[src/rtl/utf8_stream_decoder_unit_assert.svh]
// Assertion macros shared by the UTF-8 stream decoder modules
`ifndef UTF8_STREAM_DECODER_UNIT_ASSERT_SVH
`define UTF8_STREAM_DECODER_UNIT_ASSERT_SVH

// same-cycle implication, disabled while in reset
`define U8SD_ASSERT_IMPLIES(label, clk, rstn, ante, cons) \
    label: assert property (@(posedge clk) disable iff (!(rstn)) (ante) |-> (cons)) \
        else $error("u8sd assertion failed");

// next-cycle implication, disabled while in reset
`define U8SD_ASSERT_NEXT(label, clk, rstn, ante, cons) \
    label: assert property (@(posedge clk) disable iff (!(rstn)) (ante) |=> (cons)) \
        else $error("u8sd assertion failed");

`endif

[src/rtl/u8sd_pkg.sv]
// Types, status codes and constants of the UTF-8 stream decoder
`default_nettype none

package u8sd_pkg;

    localparam int unsigned CP_W  = 21;
    localparam int unsigned ACC_W = 31;
    localparam int unsigned CNT_W = 3;

    localparam logic [ACC_W-1:0] CP_MAX = ACC_W'(32'h0010_FFFF);

    typedef enum logic [2:0] {
        ST_OK       = 3'd0,
        ST_STRAY    = 3'd1,
        ST_BADLEAD  = 3'd2,
        ST_BADCONT  = 3'd3,
        ST_OVERLONG = 3'd4,
        ST_RANGE    = 3'd5
    } status_t;

    typedef struct packed {
        logic            valid;
        logic [CP_W-1:0] code_point;
        status_t         status;
    } result_t;

    // smallest legal value for a given continuation count
    function automatic logic [ACC_W-1:0] min_for_len(input logic [CNT_W-1:0] len);
        logic [ACC_W-1:0] mn;
        case (len)
            3'd1:    mn = ACC_W'(32'h0000_0080);
            3'd2:    mn = ACC_W'(32'h0000_0800);
            3'd3:    mn = ACC_W'(32'h0001_0000);
            3'd4:    mn = ACC_W'(32'h0020_0000);
            3'd5:    mn = ACC_W'(32'h0400_0000);
            default: mn = '0;
        endcase
        return mn;
    endfunction

endpackage

`default_nettype wire

[src/rtl/u8sd_decode.sv]
// Sequence state and per-byte decode of the UTF-8 stream decoder
`default_nettype none

module u8sd_decode (
    input  wire logic              aclk,
    input  wire logic              aresetn,
    input  wire logic              in_valid,
    input  wire logic [7:0]        in_byte,
    output u8sd_pkg::result_t      res
);
    import u8sd_pkg::*;

    logic [CNT_W-1:0] bytes_left_reg, bytes_left_next;
    logic [CNT_W-1:0] seq_length_reg, seq_length_next;
    logic [ACC_W-1:0] accumulator_reg, accumulator_next;
    logic [ACC_W-1:0] acc_shift;

    assign acc_shift = {accumulator_reg[ACC_W-7:0], in_byte[5:0]};

    always_comb begin
        bytes_left_next  = bytes_left_reg;
        seq_length_next  = seq_length_reg;
        accumulator_next = accumulator_reg;
        res.valid        = 1'b0;
        res.code_point   = '0;
        res.status       = ST_OK;
        if (in_valid) begin
            if (bytes_left_reg == '0) begin
                if (!in_byte[7]) begin
                    res.valid      = 1'b1;
                    res.code_point = CP_W'(in_byte);
                end else if (!in_byte[6]) begin
                    res.valid  = 1'b1;
                    res.status = ST_STRAY;
                end else if (in_byte[7:1] == 7'b111_1111) begin
                    res.valid  = 1'b1;
                    res.status = ST_BADLEAD;
                end else if (!in_byte[5]) begin
                    bytes_left_next  = 3'd1;
                    accumulator_next = ACC_W'(in_byte[4:0]);
                end else if (!in_byte[4]) begin
                    bytes_left_next  = 3'd2;
                    accumulator_next = ACC_W'(in_byte[3:0]);
                end else if (!in_byte[3]) begin
                    bytes_left_next  = 3'd3;
                    accumulator_next = ACC_W'(in_byte[2:0]);
                end else if (!in_byte[2]) begin
                    bytes_left_next  = 3'd4;
                    accumulator_next = ACC_W'(in_byte[1:0]);
                end else begin
                    bytes_left_next  = 3'd5;
                    accumulator_next = ACC_W'(in_byte[0]);
                end
                seq_length_next = bytes_left_next;
            end else if (in_byte[7:6] != 2'b10) begin
                bytes_left_next  = '0;
                seq_length_next  = '0;
                accumulator_next = '0;
                res.valid        = 1'b1;
                res.status       = ST_BADCONT;
            end else if (bytes_left_reg == 3'd1) begin
                bytes_left_next  = '0;
                seq_length_next  = '0;
                accumulator_next = '0;
                res.valid        = 1'b1;
                if (acc_shift < min_for_len(seq_length_reg)) begin
                    res.status = ST_OVERLONG;
                end else if (acc_shift > CP_MAX) begin
                    res.status = ST_RANGE;
                end else begin
                    res.code_point = acc_shift[CP_W-1:0];
                end
            end else begin
                bytes_left_next  = bytes_left_reg - 3'd1;
                accumulator_next = acc_shift;
            end
        end
    end

    always_ff @(posedge aclk) begin
        if (!aresetn) begin
            bytes_left_reg  <= '0;
            seq_length_reg  <= '0;
            accumulator_reg <= '0;
        end else begin
            bytes_left_reg  <= bytes_left_next;
            seq_length_reg  <= seq_length_next;
            accumulator_reg <= accumulator_next;
        end
    end

`include "utf8_stream_decoder_unit_assert.svh"

    `U8SD_ASSERT_IMPLIES(a_left_within_len, aclk, aresetn, 1'b1, bytes_left_reg <= seq_length_reg)
    `U8SD_ASSERT_IMPLIES(a_len_in_range, aclk, aresetn, bytes_left_reg != '0, (seq_length_reg >= 3'd1) && (seq_length_reg <= 3'd5))
    `U8SD_ASSERT_NEXT(a_final_goes_idle, aclk, aresetn, in_valid && res.valid, bytes_left_reg == '0)

endmodule

`default_nettype wire

[src/rtl/utf8_stream_decoder_unit.sv]
// UTF-8 stream decoder: one byte in, zero or one code point out per transaction.
// Results are registered in the output register, or in the skid entry while the output register is held.
// Throughput: one byte per cycle while the skid entry is empty; the output register plus one skid entry
// keep s_tready high while one result waits on m_tready.
// Reset: aresetn (synchronous, active low) returns the decoder to idle and
// empties the output register and skid entry.
`default_nettype none

module utf8_stream_decoder_unit (
    input  wire logic        aclk,
    input  wire logic        aresetn,
    input  wire logic        s_tvalid,
    output      logic        s_tready,
    input  wire logic [7:0]  s_tdata,   // [7:0] in_byte
    output      logic        m_tvalid,
    input  wire logic        m_tready,
    output      logic [23:0] m_tdata    // [20:0] code_point, [23:21] status
);
    import u8sd_pkg::*;

    result_t res;
    logic    accept;
    logic    out_take;

    logic               out_valid_reg;
    logic [CP_W-1:0]    out_cp_reg;
    status_t            out_status_reg;
    logic               skid_valid_reg;
    logic [CP_W-1:0]    skid_cp_reg;
    status_t            skid_status_reg;

    assign s_tready = !skid_valid_reg;
    assign accept   = s_tvalid && s_tready;
    assign out_take = out_valid_reg && m_tready;

    u8sd_decode u_decode (
        .aclk     (aclk),
        .aresetn  (aresetn),
        .in_valid (accept),
        .in_byte  (s_tdata),
        .res      (res)
    );

    always_ff @(posedge aclk) begin
        if (!aresetn) begin
            out_valid_reg  <= 1'b0;
            skid_valid_reg <= 1'b0;
        end else if (skid_valid_reg) begin
            if (out_take) begin
                out_valid_reg  <= 1'b1;
                skid_valid_reg <= 1'b0;
            end
        end else if (!out_valid_reg || out_take) begin
            out_valid_reg <= res.valid;
        end else if (res.valid) begin
            skid_valid_reg <= 1'b1;
        end
    end

    always_ff @(posedge aclk) begin
        if (skid_valid_reg) begin
            if (out_take) begin
                out_cp_reg     <= skid_cp_reg;
                out_status_reg <= skid_status_reg;
            end
        end else if (!out_valid_reg || out_take) begin
            out_cp_reg     <= res.code_point;
            out_status_reg <= res.status;
        end else if (res.valid) begin
            skid_cp_reg     <= res.code_point;
            skid_status_reg <= res.status;
        end
    end

    assign m_tvalid = out_valid_reg;
    assign m_tdata  = {out_status_reg, out_cp_reg};

`include "utf8_stream_decoder_unit_assert.svh"

    `U8SD_ASSERT_IMPLIES(a_skid_behind_out, aclk, aresetn, skid_valid_reg, out_valid_reg)
    `U8SD_ASSERT_IMPLIES(a_error_zero_cp, aclk, aresetn, out_valid_reg && (out_status_reg != ST_OK), out_cp_reg == '0)
    `U8SD_ASSERT_NEXT(a_stall_fills_skid, aclk, aresetn, accept && res.valid && out_valid_reg && !m_tready, skid_valid_reg)
    `U8SD_ASSERT_IMPLIES(a_cp_in_range, aclk, aresetn, out_valid_reg, ACC_W'(out_cp_reg) <= CP_MAX)

endmodule

`default_nettype wire
[config.mk]
export PLATFORM = sky130hd
export DESIGN_NAME = utf8_stream_decoder_unit
export DESIGN_NICKNAME = d
export VERILOG_FILES = /design/src/rtl/u8sd_pkg.sv /design/src/rtl/u8sd_decode.sv /design/src/rtl/utf8_stream_decoder_unit.sv
export VERILOG_INCLUDE_DIRS = /design/src /design/src/rtl
export SDC_FILE = /design/constraint.sdc
export NUM_CORES = 1
export LEC_CHECK = 0
export BUFFER_PORTS_ARGS = -buffer_cell sky130_fd_sc_hd__buf_2
export CAP_MARGIN = 20
export CORE_MARGIN = 5
export CORE_UTILIZATION = 30
export CTS_BUF_LIST = sky130_fd_sc_hd__clkbuf_4
export CTS_CLUSTER_SIZE = 8
export DETAILED_ROUTE_END_ITERATION = 6
export PLACE_DENSITY = 0.55
export SETUP_SLACK_MARGIN = 0.5
export SYNTH_ARGS = -nofsm -noshare
export SYNTH_HDL_FRONTEND = slang
export SYNTH_SLANG_ARGS = --single-unit
export TNS_END_PERCENT = 20
[constraint.sdc]
create_clock -name aclk -period 8.25 [get_ports aclk]
set_input_delay 0.4125 -clock aclk [delete_from_list [all_inputs] [get_ports aclk]]
set_output_delay 0.4125 -clock aclk [all_outputs]
set_load 0.05 [all_outputs]
==> flow_metrics.py, run 1 <==
metrics = {
    "route": {
        "vias": 2699,
        "drc": 0,
        "drtAntennaViolNets": 0,
        "dr.pass1.iters": 4,
        "drt-total-wl_um": 8160,
        "wl_per_cell_um": 14.9,
        "vias_per_cell": 4.94,
        "drtIter0Drc": 186,
    },
    "logic_synthesis": {
        "synthArstFlopShare_pct": 0,
        "ys_seq_elements": 81,
        "synth_enable_flop_cells": 48,
        "postSynthCellCount": 342,
        "syn-num-nets": 361,
        "yosys_warnings": 0,
        "ys_seq_area_share_pct": 56.9,
        "synth_cell_type_count": 50,
        "syn_area_sq_mm": 0.00369,
        "synth_flop_cell": "edfxtp_1",
        "avgSynthCellArea_sq_um": 10.8,
    },
    "clocking": {
        "h-tree-depth": 3,
        "cts_hold_buffers": 0,
        "ctsLongestPathBuffers": 2,
        "cts_setup_buffers": 0,
        "cts-buffers-inserted": 9,
        "cts_root_buffer": "clkbuf_4",
        "tritoncts": "yes",
        "clk_transition_reported_paths_ns": 0.13,
        "postCtsResizedCells": 0,
        "clk_latency_ns": 0.43,
        "cts_sinks": 81,
    },
    "layout": {
        "fin_util_pct": 34.9,
        "final_common_cell": "edfxtp_1",
        "mostFrequentLayoutCells": "edfxtp_1 (48), buf_2 (37), nand2_1 (34)",
        "fillers": 1245,
        "layout-drive-gt1-share_pct": 19.9,
        "largest_register_ffs": 25,
        "nNetsFinal": 391,
        "area_growth_pct": 13.8,
    },
    "power": {
        "p_total_w": 0.000897,
        "power_leakage_nw": 1.51,
        "ir_worst_vdd_v": 0.0000860,
        "p_per_area_mw_per_mm2": 213,
    },
    "global_route": {
        "grt_pass1_wl_um": 13800,
        "grt-ovfl-total": 0,
        "grt_pass1_vias": 2563,
        "grt_usage_pct": 11.9,
        "antenna_found_initial": 1,
        "grt_max_degree": 36,
    },
    "critical_path": {
        "cp_num_buf_inv": 0,
        "criticalPathCategory": "reg -> reg",
        "cp-end-kind": "flop",
        "crit_path_top_delay_cell": "or3b_2",
        "reg2reg_from": "u_decode.seq_length_reg[2]$_SDFFE_PN0P_",
        "cp.required_ns": 8.44,
        "cpPeakStageDelay_ns": 0.46,
        "arrival_ns": 2.91,
        "crit_path_start_kind": "flop",
        "crit_family": "compound AO/OA/AOI/OAI gates",
        "critical_path.cell_chain": "or3b_2, ha_1, o311ai_0, o21ai_1, o2111a_4, a221o_2",
        "path_max_fanout": 35,
        "startpoint": "u_decode.seq_length_reg[2]$_SDFFE_PN0P_",
    },
    "die": {
        "start_util_pct": 30.6,
        "num_io_pins": 38,
        "die_h_um": 121,
        "die-area_sq_mm": 0.0146,
        "fp-row-count": 40,
        "die_w_um": 121,
        "core_sq_mm": 0.0121,
    },
    "sta": {
        "slew_viol_final": 0,
        "fin_skew_ns": 0.0133,
        "relSlewSlack_pct": 23.8,
        "setup_viol": 0,
        "period_minus_slack_ns": 2.72,
        "clock.fmax_ghz": 0.368,
        "worst_slew_pin_slew_ns": 1.13,
        "hold_viol": 0,
        "rsz0062_at_grt": "no",
        "tns_ns": 0,
        "fin_crit_sh_pct": 33.0,
    },
    "job": {
        "max_cap_viol_count": 0,
    },
    "worst_hold_path": {
        "min_from": "aresetn",
        "hold_path.class": "in -> reg",
    },
    "place": {
        "gp_congestion": 0.816,
        "dp_hpwl_um": 5560,
        "portBuffers": 37,
    },
    "outcome": {
        "status": "finished clean",
    },
}
## power breakdown
| group | switching, W | internal (W) | total, W |
|---|---|---|---|
| clock network | 0.000138 | 0.000156 | 0.000294 |
| registers | 0.00000936 | 0.000451 | 0.000461 |
| logic | 0.000111 | 0.0000318 | 0.000143 |
| total | 0.000258 | 0.000639 | 0.000897 |
## per-layer routing
metal	up-vias	wire [um]	track usage [%]
met5	-	0	0
met4	0	136	5.31
met3	10	382	2.33
met2	56	3720	18.1
met1	1283	3920	16.2
li1	1350	-	-
## synthesized netlist by cell type, types with 4 or more instances
master | number | share of area, %
inv_1 | 6 | 0.61
nand4_1 | 4 | 0.68
dfxtp_1 | 33 | 18
a211oi_1 | 4 | 0.81
nand2_1 | 34 | 3.5
a22o_2 | 8 | 2.2
a22o_1 | 7 | 1.7
nor2_1 | 8 | 0.81
o211ai_1 | 5 | 1.0
a21oi_1 | 33 | 4.5
a22oi_1 | 5 | 1.0
and2_1 | 17 | 2.9
edfxtp_1 | 48 | 39
o21ai_0 | 15 | 2.0
nand3_1 | 31 | 4.2
ha_1 | 7 | 2.4
o21a_1 | 6 | 1.2
clkbuf_1 | 16 | 1.6
## area by class of cell
cell class	instances	area (sq um)	area share, %
sequential	81	2100	50.0
multi-input combinational	233	1470	35.0
timing repair buffer	41	215	5.12
tap	168	210	5.00
clock inverter	6	106	2.53
clock buffer	10	75.1	1.79
inverter	6	22.5	0.536
antenna	1	2.50	0.0595
## path summary, 6_finish.rpt
| kind | slack [ns] | cells after the start | to |
|---|---|---|---|
| max | 5.53 | 6 | out_cp_reg[6]$_DFFE_PP_ |
| max reg2reg | 5.53 | 6 | out_cp_reg[6]$_DFFE_PP_ |
| min | 0.27 | 2 | u_decode.bytes_left_reg[0]$_SDFFE_PN0P_ |
| min reg2reg | 0.48 | 2 | u_decode.accumulator_reg[21]$_SDFFE_PN0P_ |
## stage by stage
step	hold WS (ns)	instance area, sq um	worst slack (ns)	std cells
after floorplan	0.439	3690	4.86	342
after global placement	0.451	4020	5.61	529
after detailed placement	0.462	4020	5.53	529
after CTS	0.240	4200	5.50	545
after global routing	0.241	4200	5.31	546
final	0.269	4200	5.53	546
## cell families (layout without fill, tap and decap cells)
family,after synthesis,count (layout),synth area share [%]
AO/OA/AOI/OAI,101,101,19.3
adder cells (fa/ha/maj),7,7,2.37
buffers and inverters,28,63,3.56
flip-flops,81,81,56.9
other,0,1,0
AND/OR/NAND/NOR,125,125,17.9
Note: power is estimated with default switching activity, not from simulation.
==> run 2, diff against run 1 <==
--- a/config.mk
+++ b/config.mk
@@ -13,7 +13,7 @@
 export CTS_BUF_LIST = sky130_fd_sc_hd__clkbuf_4
 export CTS_CLUSTER_SIZE = 8
 export DETAILED_ROUTE_END_ITERATION = 6
-export PLACE_DENSITY = 0.55
+export PLACE_DENSITY = 0.57
 export SETUP_SLACK_MARGIN = 0.5
 export SYNTH_ARGS = -nofsm -noshare
 export SYNTH_HDL_FRONTEND = slang
==> constraint.sdc (replaced) <==
create_clock -name aclk -period 2.4 [get_ports aclk]
set_input_delay 0.12 -clock aclk [delete_from_list [all_inputs] [get_ports aclk]]
set_output_delay 0.12 -clock aclk [all_outputs]
set_load 0.05 [all_outputs]
==> flow_metrics.py, run 2 (synthesis results as in run 1) <==
metrics = {
    "outcome": {
        "status": "finished clean",
    },
    "worst_hold_path": {
        "min_from": "s_tdata[2]",
        "hold_path.class": "in -> reg",
    },
    "sta": {
        "period_minus_slack_ns": 2.38,
        "layout_setup_ws_ns": 0.0209,
        "relSlewSlack_pct": 54.7,
        "rsz0062_at_grt": "yes",
        "worst_slew_pin_slew_ns": 0.676,
        "hold_viol": 0,
        "clock.fmax_ghz": 0.420,
        "slew_viol_final": 0,
        "fin_skew_ns": 0.00941,
        "setup_viol": 0,
        "fin_crit_sh_pct": 99.1,
    },
    "route": {
        "vias_per_cell": 5.07,
        "drt-total-wl_um": 8770,
        "vias": 2891,
        "wl_per_cell_um": 15.4,
        "drtAntennaViolNets": 0,
        "drc": 0,
        "drtIter0Drc": 195,
        "dr.pass1.iters": 4,
    },
    "layout": {
        "fillers": 1166,
        "area_growth_pct": 26.8,
        "layout-drive-gt1-share_pct": 31.7,
        "largest_register_ffs": 25,
        "final_common_cell": "edfxtp_1",
        "mostFrequentLayoutCells": "edfxtp_1 (48), buf_2 (37), nand2_1 (33), a21oi_1 (33), nand3_1 (31)",
        "nNetsFinal": 415,
        "fin_util_pct": 38.8,
    },
    "global_route": {
        "grt_usage_pct": 12.5,
        "grt_max_degree": 28,
        "grt-ovfl-total": 0,
        "top_usage_layer": "met2",
        "grtUsageMet1_pct": 16.6,
        "grt_pass1_vias": 2823,
        "antenna_found_initial": 1,
        "met3_usage_pct": 2.98,
        "grt_pass1_wl_um": 14500,
        "met2_usage_pct": 19.0,
    },
    "die": {
        "core_sq_mm": 0.0121,
        "fp-row-count": 40,
        "die-area_sq_mm": 0.0146,
        "die_h_um": 121,
        "die_w_um": 121,
        "num_io_pins": 38,
        "start_util_pct": 30.6,
    },
    "critical_path": {
        "startpoint": "u_decode.seq_length_reg[1]$_SDFFE_PN0P_",
        "crit_path_start_kind": "flop",
        "cp.required_ns": 2.62,
        "path_max_fanout": 18,
        "criticalPathCategory": "reg -> reg",
        "cp-end-kind": "flop",
        "r2r_slack_ns": 0.02,
        "reg2reg_from": "u_decode.seq_length_reg[1]$_SDFFE_PN0P_",
        "arrival_ns": 2.60,
    },
    "power": {
        "p_per_area_mw_per_mm2": 707,
        "power_leakage_nw": 1.73,
        "ir_worst_vdd_v": 0.000237,
    },
    "place": {
        "portBuffers": 37,
        "dp_hpwl_um": 5930,
        "post-place-ws_ns": -0.0139,
        "gp_congestion": 0.817,
    },
    "clocking": {
        "h-tree-depth": 3,
        "ctsLongestPathBuffers": 2,
        "cts-buffers-inserted": 9,
        "tritoncts": "yes",
        "cts_sinks": 81,
        "clk_latency_ns": 0.45,
        "cts_root_buffer": "clkbuf_4",
        "clk_transition_reported_paths_ns": 0.14,
    },
    "job": {
        "max_cap_viol_count": 0,
    },
}
-- run 2: changes by cell type in the layout (fill, tap and decap cells not counted), moves of 4 or more --
cell	before	now
o21ai_0	14	7
dfxtp_1	33	27
o21ai_2	1	7
ha_1	7	2
dlygate4sd3_1	0	4
ha_4	0	5
buf_4	4	16
-- run 2: worst max-delay path, cell delays in order (launching register included) --
cell and delay [ns]:
dfxtp_4 0.38, or3b_4 0.40, ha_4 0.17, a211oi_2 0.13, and3_1 0.17, o21ai_1 0.07, buf_4 0.15, o2111a_4 0.31
buf_12 0.15, a22o_2 0.20
-- run 2: worst paths after layout --
path	to	cells past startpoint
worst max register to register	out_cp_reg[17]$_DFFE_PP_	9
worst min register to register	u_decode.accumulator_reg[24]$_SDFFE_PN0P_	2
worst max-delay path	out_cp_reg[17]$_DFFE_PP_	9
worst min-delay path	u_decode.accumulator_reg[2]$_SDFFE_PN0P_	3
-- run 2: repair_timing --
item,4_1_cts,5_1_grt
setup buffers,2,0
resized for setup,10,29
pin swaps,5,17
hold buffers,4,0
hold endpoints to repair,6,0
endpoints found under the setup margin,70,70
-- run 2: metrics by stage --
stage	total power, W	hold WS [ns]	setup TNS (ns)	area (sq um)	instances
6_report	0.00331	0.0324	0	4680	570
5_1_grt	0.00343	0.0412	-0.310	4680	570
4_1_cts	0.00330	0.00777	0	4570	567
3_5_place_dp	0.00215	0.413	-0.0612	4240	545
3_3_place_gp	0.00215	0.417	-0.336	4240	545
2_1_floorplan	0.00200	0.257	0	3780	342
-- run 2: report_power, final --
group / switching [W] / internal, W / total (W)
Clock: 0.000507 / 0.000651 / 0.00116
Sequential: 0.0000307 / 0.00155 / 0.00158
Combinational: 0.000409 / 0.000161 / 0.000570
Total: 0.000947 / 0.00236 / 0.00331
-- run 2: routing by layer --
| layer | wire length (um) | share of wire [%] |
|---|---|---|
| met5 | 0 | 0 |
| met4 | 188 | 2.1 |
| met3 | 331 | 3.8 |
| met2 | 4170 | 48 |
| met1 | 4080 | 47 |
-- run 2: layout make-up --
cell class / count / area [sq um] / area share (%)
diodes: 1 / 2.50 / 0.0534
multi-input cells: 233 / 1660 / 35.4
clock inverters: 6 / 138 / 2.94
flip-flops and latches: 81 / 2120 / 45.2
inverters: 6 / 22.5 / 0.481
repair buffers: 65 / 462 / 9.86
well taps: 168 / 210 / 4.49
clock buffers: 10 / 75.1 / 1.60
